[src/ffsg_pkg.sv]
// ----------------------------------------------------------------------------
// ffsg_pkg
// types and constants shared by the square grid allocator modules
// ----------------------------------------------------------------------------
package ffsg_pkg;

	// width of geometry arithmetic (holds up to 256 plus a side)
	localparam int DW = 9;
	localparam int IN_W = 24;
	localparam int OUT_W = 32;
	localparam logic [10:0] COUNT_MAX = 11'd2047;

	// command kinds
	localparam logic KIND_PLACE = 1'b0;
	localparam logic KIND_READ = 1'b1;

	// configuration register indexes
	localparam logic REG_GRID_ROWS = 1'b0;
	localparam logic REG_GRID_COLS = 1'b1;

	// controller to datapath commands
	typedef struct packed {
		logic load;
		logic chk;
		logic acc_rd;
		logic acc_or;
		logic col;
		logic fill_rd;
		logic fill_wr;
		logic cell_rd;
		logic out_load;
	} dp_cmd_t;

	// datapath to controller status
	typedef struct packed {
		logic go_scan;
		logic k_last;
		logic hit;
		logic col_end;
		logic row_end;
	} dp_sts_t;

endpackage

[src/ffsg_ctrl.sv]
// ----------------------------------------------------------------------------
// ffsg_ctrl
// controller: sequences the row scan, column scan, fill, cell read and result handoff
// ----------------------------------------------------------------------------
module ffsg_ctrl (
	input  logic              clk,
	input  logic              arst_n,
	input  logic              s_tvalid,
	output logic              s_tready,
	input  logic              kind,
	output logic              m_tvalid,
	input  logic              m_tready,
	input  ffsg_pkg::dp_sts_t sts,
	output ffsg_pkg::dp_cmd_t cmd
);
	import ffsg_pkg::*;

	typedef enum logic [8:0] {
		ST_IDLE    = 9'b000000001,
		ST_PCHK    = 9'b000000010,
		ST_ACC_RD  = 9'b000000100,
		ST_ACC_OR  = 9'b000001000,
		ST_COL     = 9'b000010000,
		ST_FILL_RD = 9'b000100000,
		ST_FILL_WR = 9'b001000000,
		ST_CELL_RD = 9'b010000000,
		ST_DONE    = 9'b100000000
	} state_t;

	state_t state_q, state_d;
	logic   m_tvalid_q;
	logic   accept;

	assign s_tready = (state_q == ST_IDLE);
	assign accept = s_tvalid && s_tready;
	assign m_tvalid = m_tvalid_q;

	// next state and commands
	always_comb begin
		state_d = state_q;
		cmd = '0;
		unique case (state_q)
			ST_IDLE: begin
				if (accept) begin
					cmd.load = 1'b1;
					state_d = (kind == KIND_READ) ? ST_CELL_RD : ST_PCHK;
				end
			end
			ST_PCHK: begin
				cmd.chk = 1'b1;
				state_d = sts.go_scan ? ST_ACC_RD : ST_DONE;
			end
			ST_ACC_RD: begin
				cmd.acc_rd = 1'b1;
				state_d = ST_ACC_OR;
			end
			ST_ACC_OR: begin
				cmd.acc_or = 1'b1;
				state_d = sts.k_last ? ST_COL : ST_ACC_RD;
			end
			ST_COL: begin
				cmd.col = 1'b1;
				if (sts.hit) begin
					state_d = ST_FILL_RD;
				end else if (sts.col_end) begin
					state_d = sts.row_end ? ST_DONE : ST_ACC_RD;
				end
			end
			ST_FILL_RD: begin
				cmd.fill_rd = 1'b1;
				state_d = ST_FILL_WR;
			end
			ST_FILL_WR: begin
				cmd.fill_wr = 1'b1;
				state_d = sts.k_last ? ST_DONE : ST_FILL_RD;
			end
			ST_CELL_RD: begin
				cmd.cell_rd = 1'b1;
				state_d = ST_DONE;
			end
			ST_DONE: begin
				if (!m_tvalid_q || m_tready) begin
					cmd.out_load = 1'b1;
					state_d = ST_IDLE;
				end
			end
			default: begin
				state_d = ST_IDLE;
			end
		endcase
	end

	// state and output valid
	always_ff @(posedge clk or negedge arst_n) begin
		if (!arst_n) begin
			state_q <= ST_IDLE;
			m_tvalid_q <= 1'b0;
		end else begin
			state_q <= state_d;
			if (cmd.out_load) begin
				m_tvalid_q <= 1'b1;
			end else if (m_tready) begin
				m_tvalid_q <= 1'b0;
			end
		end
	end

endmodule

[config.mk]
export PLATFORM = sky130hd
export DESIGN_NAME = ffsg_ctrl
export DESIGN_NICKNAME = d
export VERILOG_FILES = /design/src/ffsg_pkg.sv /design/src/ffsg_ctrl.sv
export SDC_FILE = /design/constraint.sdc
export NUM_CORES = 1
export LEC_CHECK = 0
export ABC_AREA = 1
export BUFFER_PORTS_ARGS = -buffer_cell sky130_fd_sc_hd__buf_4
export CAP_MARGIN = 20
export CORE_UTILIZATION = 54
export DETAILED_ROUTE_END_ITERATION = 10
export GPL_ROUTABILITY_DRIVEN = 0
export GPL_TIMING_DRIVEN = 1
export PLACE_DENSITY = 0.91
export SYNTH_ARGS = -nofsm -noshare
export SYNTH_HDL_FRONTEND = slang
export SYNTH_SLANG_ARGS = --single-unit
[constraint.sdc]
create_clock -name clk -period 3.6 [get_ports clk]
set_clock_uncertainty 0.2 [all_clocks]
set_input_delay 1.08 -clock clk [delete_from_list [all_inputs] [get_ports clk]]
set_output_delay 1.08 -clock clk [all_outputs]
set_load 0.02 [all_outputs]
==> impl_metrics.toml, run 1 <==
[outcome]
status = "complete, no violations"

[sta]
hold_viol_final = 0
final_min_period_over_clock_period_pct = 78.3
postLayoutSetupSlackWorst_ns = 0.782
drv_slew = 0
setup_viol = 0
worst_tran_pin_value_ns = 0.279
fin_tns_setup_ns = 0
setup_repair_after_global_routing_missed_its_margin = "false"
max-slew-margin-rel_pct = 81.3
period_needed_ns = 2.82
fmax_ghz = 0.355

[cts]
cts_hold_buffers = 0
cts_tree = "done"
cts_made_buffers = 3
post_cts.resized_instances = 0
htreeDepth = 1
insertion_delay_ns = 0.26
post_cts_buffers = 0
ctsLongestPathBuffers = 2
clkTransAtPathRegs_ns = 0.08
cts.sinks = 10
cts.root.buffer_cell = "clkbuf_4"

[die]
dieWidth_microns = 40.0
io_pins = 21
die_h_microns = 40.0
design.die.area_sq_um = 1600
start_util_pct = 59.2
floorplan.core_area_sq_um = 1320
row_count = 13

[route]
detail_route.vias_per_cell = 4.84
via_count = 764
detailedRoute.firstPassIterationCount = 4
routed_wire_length_per_instance_microns = 10.9
remaining_drc_errors = 0
drt_first_iter_violations = 19
routed_wirelength_microns = 1720
antenna_violating_nets_remaining = 0

[final_layout]
antenna-diode-count = 0
final_cell_mix = "30 x inv_1, 25 x nand2_1, 20 x buf_4"
nNetsFinal = 154
layout-drive-gt1-share_pct = 32.2
layout_commonest_cell = "inv_1"
syn2layout_area_growth_pct = 25.0

[critical_path]
timing.critical_path.cells = "nor2_2 > inv_2 > nor2_4 > nand2_1 > nor2_1 > buf_4"
worst_path_largest_cell_delay_ns = 0.45
worstSetupPathType = "reg -> out"
cp.arrival_ns = 1.54
path_max_fanout = 5
slowest_stage = "dfrtp_1"
start_kind = "flop"
crit_path_end_kind = "primary output"
worst_ep_required_time_ns = 2.32

[run]
cap_viol_max_count = 0

[synth]
netlist.area_leader.share_pct = 28.9
synth-seq-cells = 10
yosysWarnings = 0
netlist.top_cell.by_area = "dfrtp_1"
post_synth_cell_types = 17
syn_inst = 119
post_synth_main_area_contributors = "dfrtp_1 29%, inv_1 14%, nand2_1 12%"
avgSynthCellArea_sq_um = 6.55
synth_area_sq_um = 779
post_synthesis_sequential_area_ratio_pct = 32.3
synthesized_nets = 129

[power]
peakVddDrop_mv = 0.624
static-leakage-power_nw = 0.620
power_density_nw_per_um2 = 698

[global_routing]
groute.usage.overall_pct = 25.1
grt_antenna_before_repair = 0
grt_pass1_vias = 652
grt_start_max_net_pins = 11
grt-ovfl-total = 0
global_route_wire_length_before_repair_microns = 2620

[placement]
placement.setup.worst_slack_ns = 0.789
placement.io_buffers = 20
post-dp-hpwl_microns = 1430

[worst_hold_path]
hold_class = "in -> async"
-- area by class of cell --
type / instances / area [sq um]
timing repair buffer: 20 / 150
multi-input combinational: 77 / 408
fill: 113 / 343
sequential: 10 / 251
tap: 15 / 18.8
clock buffer: 4 / 26.3
inverter: 32 / 120
-- power breakdown --
group          internal (mW)  switching (mW)
clock                 0.0427          0.0388
combinational          0.153           0.280
sequential             0.140          0.0260
-- routing by layer --
layer	global-route usage (%)	vias up	share of wire, %
met3	3.89	4	4.7
met4	9.48	0	2.2
met2	43.1	37	51
met1	31.3	331	42
met5	0	-	0
li1	-	392	-
-- path summary, 6_finish.rpt --
check / start / endpoint / slack, ns / cells after the start
min in group clk: state_q[7] / state_q[5] / 0.46 / 3
setup reg to reg: state_q[8] / state_q[0] / 1.92 / 10
setup / recovery: state_q[8] / cmd[8] / 0.78 / 6
hold reg to reg: state_q[7] / state_q[5] / 0.46 / 3
hold / removal: arst_n / state_q[7] / 0.43 / 1
max in group asynchronous: arst_n / state_q[0] / 2.54 / 1
-- critical path, delay by kind of cell (launching register included) --
family	cells	cell delay [ns]
flops	1	0.45
simple gates	4	0.60
buf+inv	2	0.22
-- registers in the layout (all words and copies together), names as in the netlist --
name      flops
state_q       9
m_tvalid      1
-- per-stage QoR --
stage	utilization (%)	area (sq um)	power, mW	hold WS, ns	std cells
final	74.0	975	0.680	0.432	158
after floorplan	-	779	0.495	0.384	119
after global routing	74.0	975	0.731	0.438	158
after detailed placement	72.0	948	0.601	0.443	154
after CTS	74.0	975	0.681	0.436	158
after global placement	72.0	948	0.583	0.434	154
-- cells by family (layout without fill, tap and decap cells) --
group           Yosys count  count (layout)  synth area share (%)
flops                    10              10                  32.3
simple gates             74              74                  50.2
compound gates            3               3                  2.09
buf+inv                  32              56                  15.4
-- Yosys cell counts (all sizes together) --
master	instances
nand2	31
inv	32
nor2	29
nor3	2
dfrtp	9
nand3	11
o22ai	1
dfstp	1
or2	1
a21oi	1
o21ai	1
Power figures use the tool's default switching activity.
==> run 2: changes to the inputs <==
--- a/config.mk
+++ b/config.mk
@@ -8,11 +8,11 @@
 export ABC_AREA = 1
 export BUFFER_PORTS_ARGS = -buffer_cell sky130_fd_sc_hd__buf_4
 export CAP_MARGIN = 20
-export CORE_UTILIZATION = 54
+export CORE_UTILIZATION = 50
 export DETAILED_ROUTE_END_ITERATION = 10
 export GPL_ROUTABILITY_DRIVEN = 0
 export GPL_TIMING_DRIVEN = 1
-export PLACE_DENSITY = 0.91
+export PLACE_DENSITY = 0.86
 export SYNTH_ARGS = -nofsm -noshare
 export SYNTH_HDL_FRONTEND = slang
 export SYNTH_SLANG_ARGS = --single-unit
==> constraint.sdc (replaced) <==
create_clock -name clk -period 2.9 [get_ports clk]
set_clock_uncertainty 0.2 [all_clocks]
set_input_delay 0.87 -clock clk [delete_from_list [all_inputs] [get_ports clk]]
set_output_delay 0.87 -clock clk [all_outputs]
set_load 0.02 [all_outputs]
==> run 2 against run 1 <==
Compared with the run above:
- combinational power is 24% higher
- flip-flop and latch count stayed put
- clock power is 56% higher
- setup slack worse by 0.45 ns
- critical path depth stayed put
- wire length is 0.81% lower
- cell count stayed put
- first-iteration DRC count grew to 2.5 times the previous value
- global-route usage is 4.0 points lower
- register-to-register slack worse by 0.65 ns
- critical path type unchanged
==> impl_metrics.toml, run 2 (synthesis results as in run 1) <==
[outcome]
status = "complete, no violations"

[cts]
cts_tree = "done"
cts.root.buffer_cell = "clkbuf_4"
cts.sinks = 10
cts_made_buffers = 3
insertion_delay_ns = 0.27
clkTransAtPathRegs_ns = 0.07
post_cts_buffers = 0
htreeDepth = 1
ctsLongestPathBuffers = 2
cts_hold_buffers = 0
post_cts.resized_instances = 0

[critical_path]
timing.critical_path.cells = "nor2_2 > inv_2 > nor2_4 > nand2_1 > nor2_1 > buf_4"
worstSetupPathType = "reg -> out"
worst_path_largest_cell_delay_ns = 0.45
path_max_fanout = 5
crit_path_start = "state_q[8]"
critical_path.endpoint = "cmd[8]"
start_kind = "flop"
cp.arrival_ns = 1.50
slowest_stage = "dfrtp_1"
worstRegToRegCells = 9
crit_path_end_kind = "primary output"
critPathBufInv = 2
rr_startpoint = "state_q[8]"
r2r-end = "state_q[2]"
reg2reg_setup_slack_ns = 1.27
worst_ep_required_time_ns = 1.83
worst_path_top_cell_family_by_delay = "simple AND/OR/NAND/NOR gates"
critical_path_depth = 6

[sta]
setup_repair_after_global_routing_missed_its_margin = "false"
hold_viol_final = 0
drv_slew = 0
fin_tns_setup_ns = 0
max-slew-margin-rel_pct = 82.0
worst_tran_pin_value_ns = 0.268
final_min_period_over_clock_period_pct = 88.5
period_needed_ns = 2.57
fmax_ghz = 0.390
setup_viol = 0

[global_routing]
grt_antenna_before_repair = 0
grt_start_max_net_pins = 11
grt_pass1_vias = 716
grt-ovfl-total = 0
global_route_wire_length_before_repair_microns = 2870
groute.usage.overall_pct = 21.1

[die]
io_pins = 21
row_count = 13
dieWidth_microns = 41.5
floorplan.core_area_sq_um = 1380
start_util_pct = 56.4
design.die.area_sq_um = 1720
die_h_microns = 41.5

[final_layout]
final_cell_mix = "30 x inv_1, 25 x nand2_1, 20 x buf_4"
antenna-diode-count = 0
nNetsFinal = 154
fin_util_pct = 71.2
largest_register_ff_count = 9
syn2layout_area_growth_pct = 26.3
register_ranked_first_by_flip_flop_count = "state_q"
layout_commonest_cell = "inv_1"
layout-drive-gt1-share_pct = 32.9

[route]
detail_route.vias_per_cell = 4.91
remaining_drc_errors = 0
via_count = 776
routed_wire_length_per_instance_microns = 10.8
detailedRoute.firstPassIterationCount = 4
drt_first_iter_violations = 48
antenna_violating_nets_remaining = 0
routed_wirelength_microns = 1710

[placement]
post-dp-hpwl_microns = 1410
placement.io_buffers = 20

[power]
power_density_nw_per_um2 = 884
peakVddDrop_mv = 0.602
static-leakage-power_nw = 0.626

[worst_hold_path]
hold_class = "in -> async"

[run]
cap_viol_max_count = 0
run 2: cell counts in the layout (fill, tap and decap cells not counted):
No cell type changed its count.
run 2: worst register-to-register path: cells and delay by family, from the launching register on:
kind                   cells  cell delay, ns
flip-flops                 1            0.45
AND/OR/NAND/NOR            8            0.86
buffers and inverters      1            0.06
run 2: layer usage:
layer  up-vias  routed length, microns  track usage, %  part of all wire, %
li1        393                       -               -                    -
met1       333                     680            25.8                   40
met2        41                     865            37.2                   51
met3         9                     125            2.17                  7.3
met4         0                      37            9.03                  2.2
met5         -                       0               0                    0
run 2: area by class of cell:
| class | instances | area, sq um |
|---|---|---|
| multi-input combinational | 77 | 408 |
| clock buffer | 4 | 36.3 |
| timing repair buffer | 20 | 150 |
| fill | 126 | 398 |
| tap | 15 | 18.8 |
| inverter | 32 | 120 |
| sequential | 10 | 251 |
run 2: worst min-delay path by stage:
stage | start | end | slack [ns] | cells past startpoint
floorplan | arst_n | m_tvalid | 0.37 | 0
global route | arst_n | state_q[1] | 0.22 | 1
detailed placement | state_q[5] | m_tvalid | 0.46 | 3
global placement | state_q[5] | m_tvalid | 0.44 | 3
CTS | arst_n | state_q[1] | 0.22 | 1
finish | arst_n | state_q[1] | 0.21 | 1
run 2: stage by stage:
step	hold slack, ns	instance area [sq um]	setup WS, ns	cells	power [mW]
floorplan	0.374	779	0.629	119	0.614
detailed placement	0.459	948	0.516	154	0.746
global placement	0.439	948	0.528	154	0.726
finish	0.214	985	0.333	158	0.870
CTS	0.215	985	0.341	158	0.877
global route	0.218	985	0.226	158	0.937
run 2: where the power goes:
group          switching (mW)  leakage (nW)  internal, mW  total, mW
clock                  0.0507        0.0210        0.0762      0.127
sequential             0.0320         0.135         0.174      0.206
combinational           0.347         0.469         0.190      0.538
==> run 3: changes to the inputs <==
--- a/config.mk
+++ b/config.mk
@@ -8,11 +8,11 @@
 export ABC_AREA = 1
 export BUFFER_PORTS_ARGS = -buffer_cell sky130_fd_sc_hd__buf_4
 export CAP_MARGIN = 20
-export CORE_UTILIZATION = 50
+export CORE_UTILIZATION = 54
 export DETAILED_ROUTE_END_ITERATION = 10
 export GPL_ROUTABILITY_DRIVEN = 0
 export GPL_TIMING_DRIVEN = 1
-export PLACE_DENSITY = 0.86
+export PLACE_DENSITY = 0.91
 export SYNTH_ARGS = -nofsm -noshare
 export SYNTH_HDL_FRONTEND = slang
 export SYNTH_SLANG_ARGS = --single-unit
==> constraint.sdc (replaced) <==
create_clock -name clk -period 3.17 [get_ports clk]
set_clock_uncertainty 0.2 [all_clocks]
set_input_delay 0.951 -clock clk [delete_from_list [all_inputs] [get_ports clk]]
set_output_delay 0.951 -clock clk [all_outputs]
set_load 0.02 [all_outputs]
==> run 3 against run 2 <==
Compared with the run above:
- total power fell by 12%
- register-to-register slack improved by 0.26 ns
- cell count did not move
- sequential share of layout area rose by 0.26 points
- first-iteration DRC count fell by 60%
- wire length fell by 6.4%
- utilization rose by 2.8 points
- global-route usage rose by 3.4 points
- via count fell by 3.9%
- largest cell class unchanged
==> impl_metrics.toml, run 3 (synthesis results as in run 1) <==
[power]
peakVddDrop_mv = 0.668
switching_share_pct = 50.0
power_density_nw_per_um2 = 783
static-leakage-power_nw = 0.620
cell_internal_power_mw = 0.381
fraction_of_power_consumed_by_the_clock_network_pct = 11.9
power.net_switching_mw = 0.381
share_seq_of_total_power_pct = 24.6
combPwrFrac_pct = 63.5

[sta]
setup_repair_after_global_routing_missed_its_margin = "false"
max-slew-margin-rel_pct = 79.9
fin_tns_setup_ns = 0
final_min_period_over_clock_period_pct = 83.5
setup_viol = 0
hold_ws_ns = 0.307
period_needed_ns = 2.65
fmax_ghz = 0.378
worst_tran_pin_value_ns = 0.299
drv_slew = 0
hold_viol_final = 0

[cts]
cts.root.buffer_cell = "clkbuf_4"
cts_made_buffers = 3
post_cts.resized_instances = 0
htreeDepth = 1
cts_tree = "done"
cts_hold_buffers = 0
cts.sinks = 10
ctsLongestPathBuffers = 2
clkTransAtPathRegs_ns = 0.07
insertion_delay_ns = 0.26
post_cts_buffers = 0

[critical_path]
worst_ep_required_time_ns = 2.02
crit_path_end_kind = "primary output"
worstSetupPathType = "reg -> out"
path_max_fanout = 5
cp.arrival_ns = 1.50
start_kind = "flop"

[global_routing]
groute.usage.overall_pct = 24.4
global_route_wire_length_before_repair_microns = 2500
grt-ovfl-total = 0
grt_pass1_vias = 621
grt_start_max_net_pins = 11
grt_antenna_before_repair = 0

[final_layout]
syn2layout_area_growth_pct = 25.0
nNetsFinal = 154
antenna-diode-count = 0
final_cell_mix = "30 x inv_1, 25 x nand2_1, 20 x buf_4"
layout-drive-gt1-share_pct = 32.2
layout_commonest_cell = "inv_1"
register_ranked_first_by_flip_flop_count = "state_q"
largest_register_ff_count = 9

[route]
routed_wirelength_microns = 1600
detail_route.vias_per_cell = 4.72
via_count = 746
antenna_violating_nets_remaining = 0
detailedRoute.firstPassIterationCount = 4
remaining_drc_errors = 0
drt_first_iter_violations = 19
routed_wire_length_per_instance_microns = 10.1

[placement]
post-dp-hpwl_microns = 1360
placement.io_buffers = 20

[die]
start_util_pct = 59.2
row_count = 13
io_pins = 21
design.die.area_sq_um = 1600
dieWidth_microns = 40.0
die_h_microns = 40.0
floorplan.core_area_sq_um = 1320

[run]
cap_viol_max_count = 0

[worst_hold_path]
hold_class = "in -> async"

[outcome]
status = "complete, no violations"
[run 3: cell types whose count changed in the layout (fill, tap and decap cells not counted)]
cell	change
clkbuf_1	+1
clkbuf_8	-1
[run 3: area by class of cell]
type	instances	area, sq um
Multi-Input combinational cell	77	408
Fill cell	116	343
Sequential cell	10	251
Timing Repair Buffer	20	150
Inverter	32	120
Clock buffer	4	26.3
Tap cell	15	18.8
[run 3: power groups by stage]
stage               combinational, mW  clock [mW]  sequential (mW)
floorplan                       0.374           0            0.188
global route                    0.533      0.0960            0.192
detailed placement              0.487           0            0.189
global placement                0.474           0            0.188
CTS                             0.489      0.0927            0.187
finish                          0.484      0.0907            0.188
[run 3: worst paths after layout]
kind                             from    endpoint  slack (ns)  cells after the start
setup / recovery           state_q[8]      cmd[8]        0.52                      6
max in group asynchronous      arst_n  state_q[0]        2.25                      1
hold / removal                 arst_n  state_q[7]        0.31                      1
setup reg to reg           state_q[8]  state_q[2]        1.53                      9
min in group clk           state_q[7]  state_q[5]        0.44                      3
hold reg to reg            state_q[7]  state_q[5]        0.44                      3
[run 3: metrics by stage]
step | power (mW) | worst slack [ns] | util (%) | area [sq um] | std cells
after floorplan | 0.562 | 0.737 | - | 779 | 119
after global placement | 0.662 | 0.639 | 72.0 | 948 | 154
after detailed placement | 0.676 | 0.617 | 72.0 | 948 | 154
after CTS | 0.768 | 0.512 | 74.0 | 975 | 158
after global routing | 0.821 | 0.409 | 74.0 | 975 | 158
final | 0.763 | 0.524 | 74.0 | 975 | 158
[run 3: routing by layer]
metal	vias to the layer above	part of all wire [%]	GRT usage (%)
li1	392	-	-
met1	338	47	30.4
met4	0	1.7	12.9
met3	2	2.6	3.33
met2	14	49	40.7
met5	-	0	0
[run 3: worst max-delay path, stage by stage, from the launching register on]
cell and delay, ns:
dfrtp_1 0.45, nor2_2 0.17, inv_2 0.07, nor2_4 0.16, nand2_1 0.13, nor2_1 0.11
buf_4 0.14
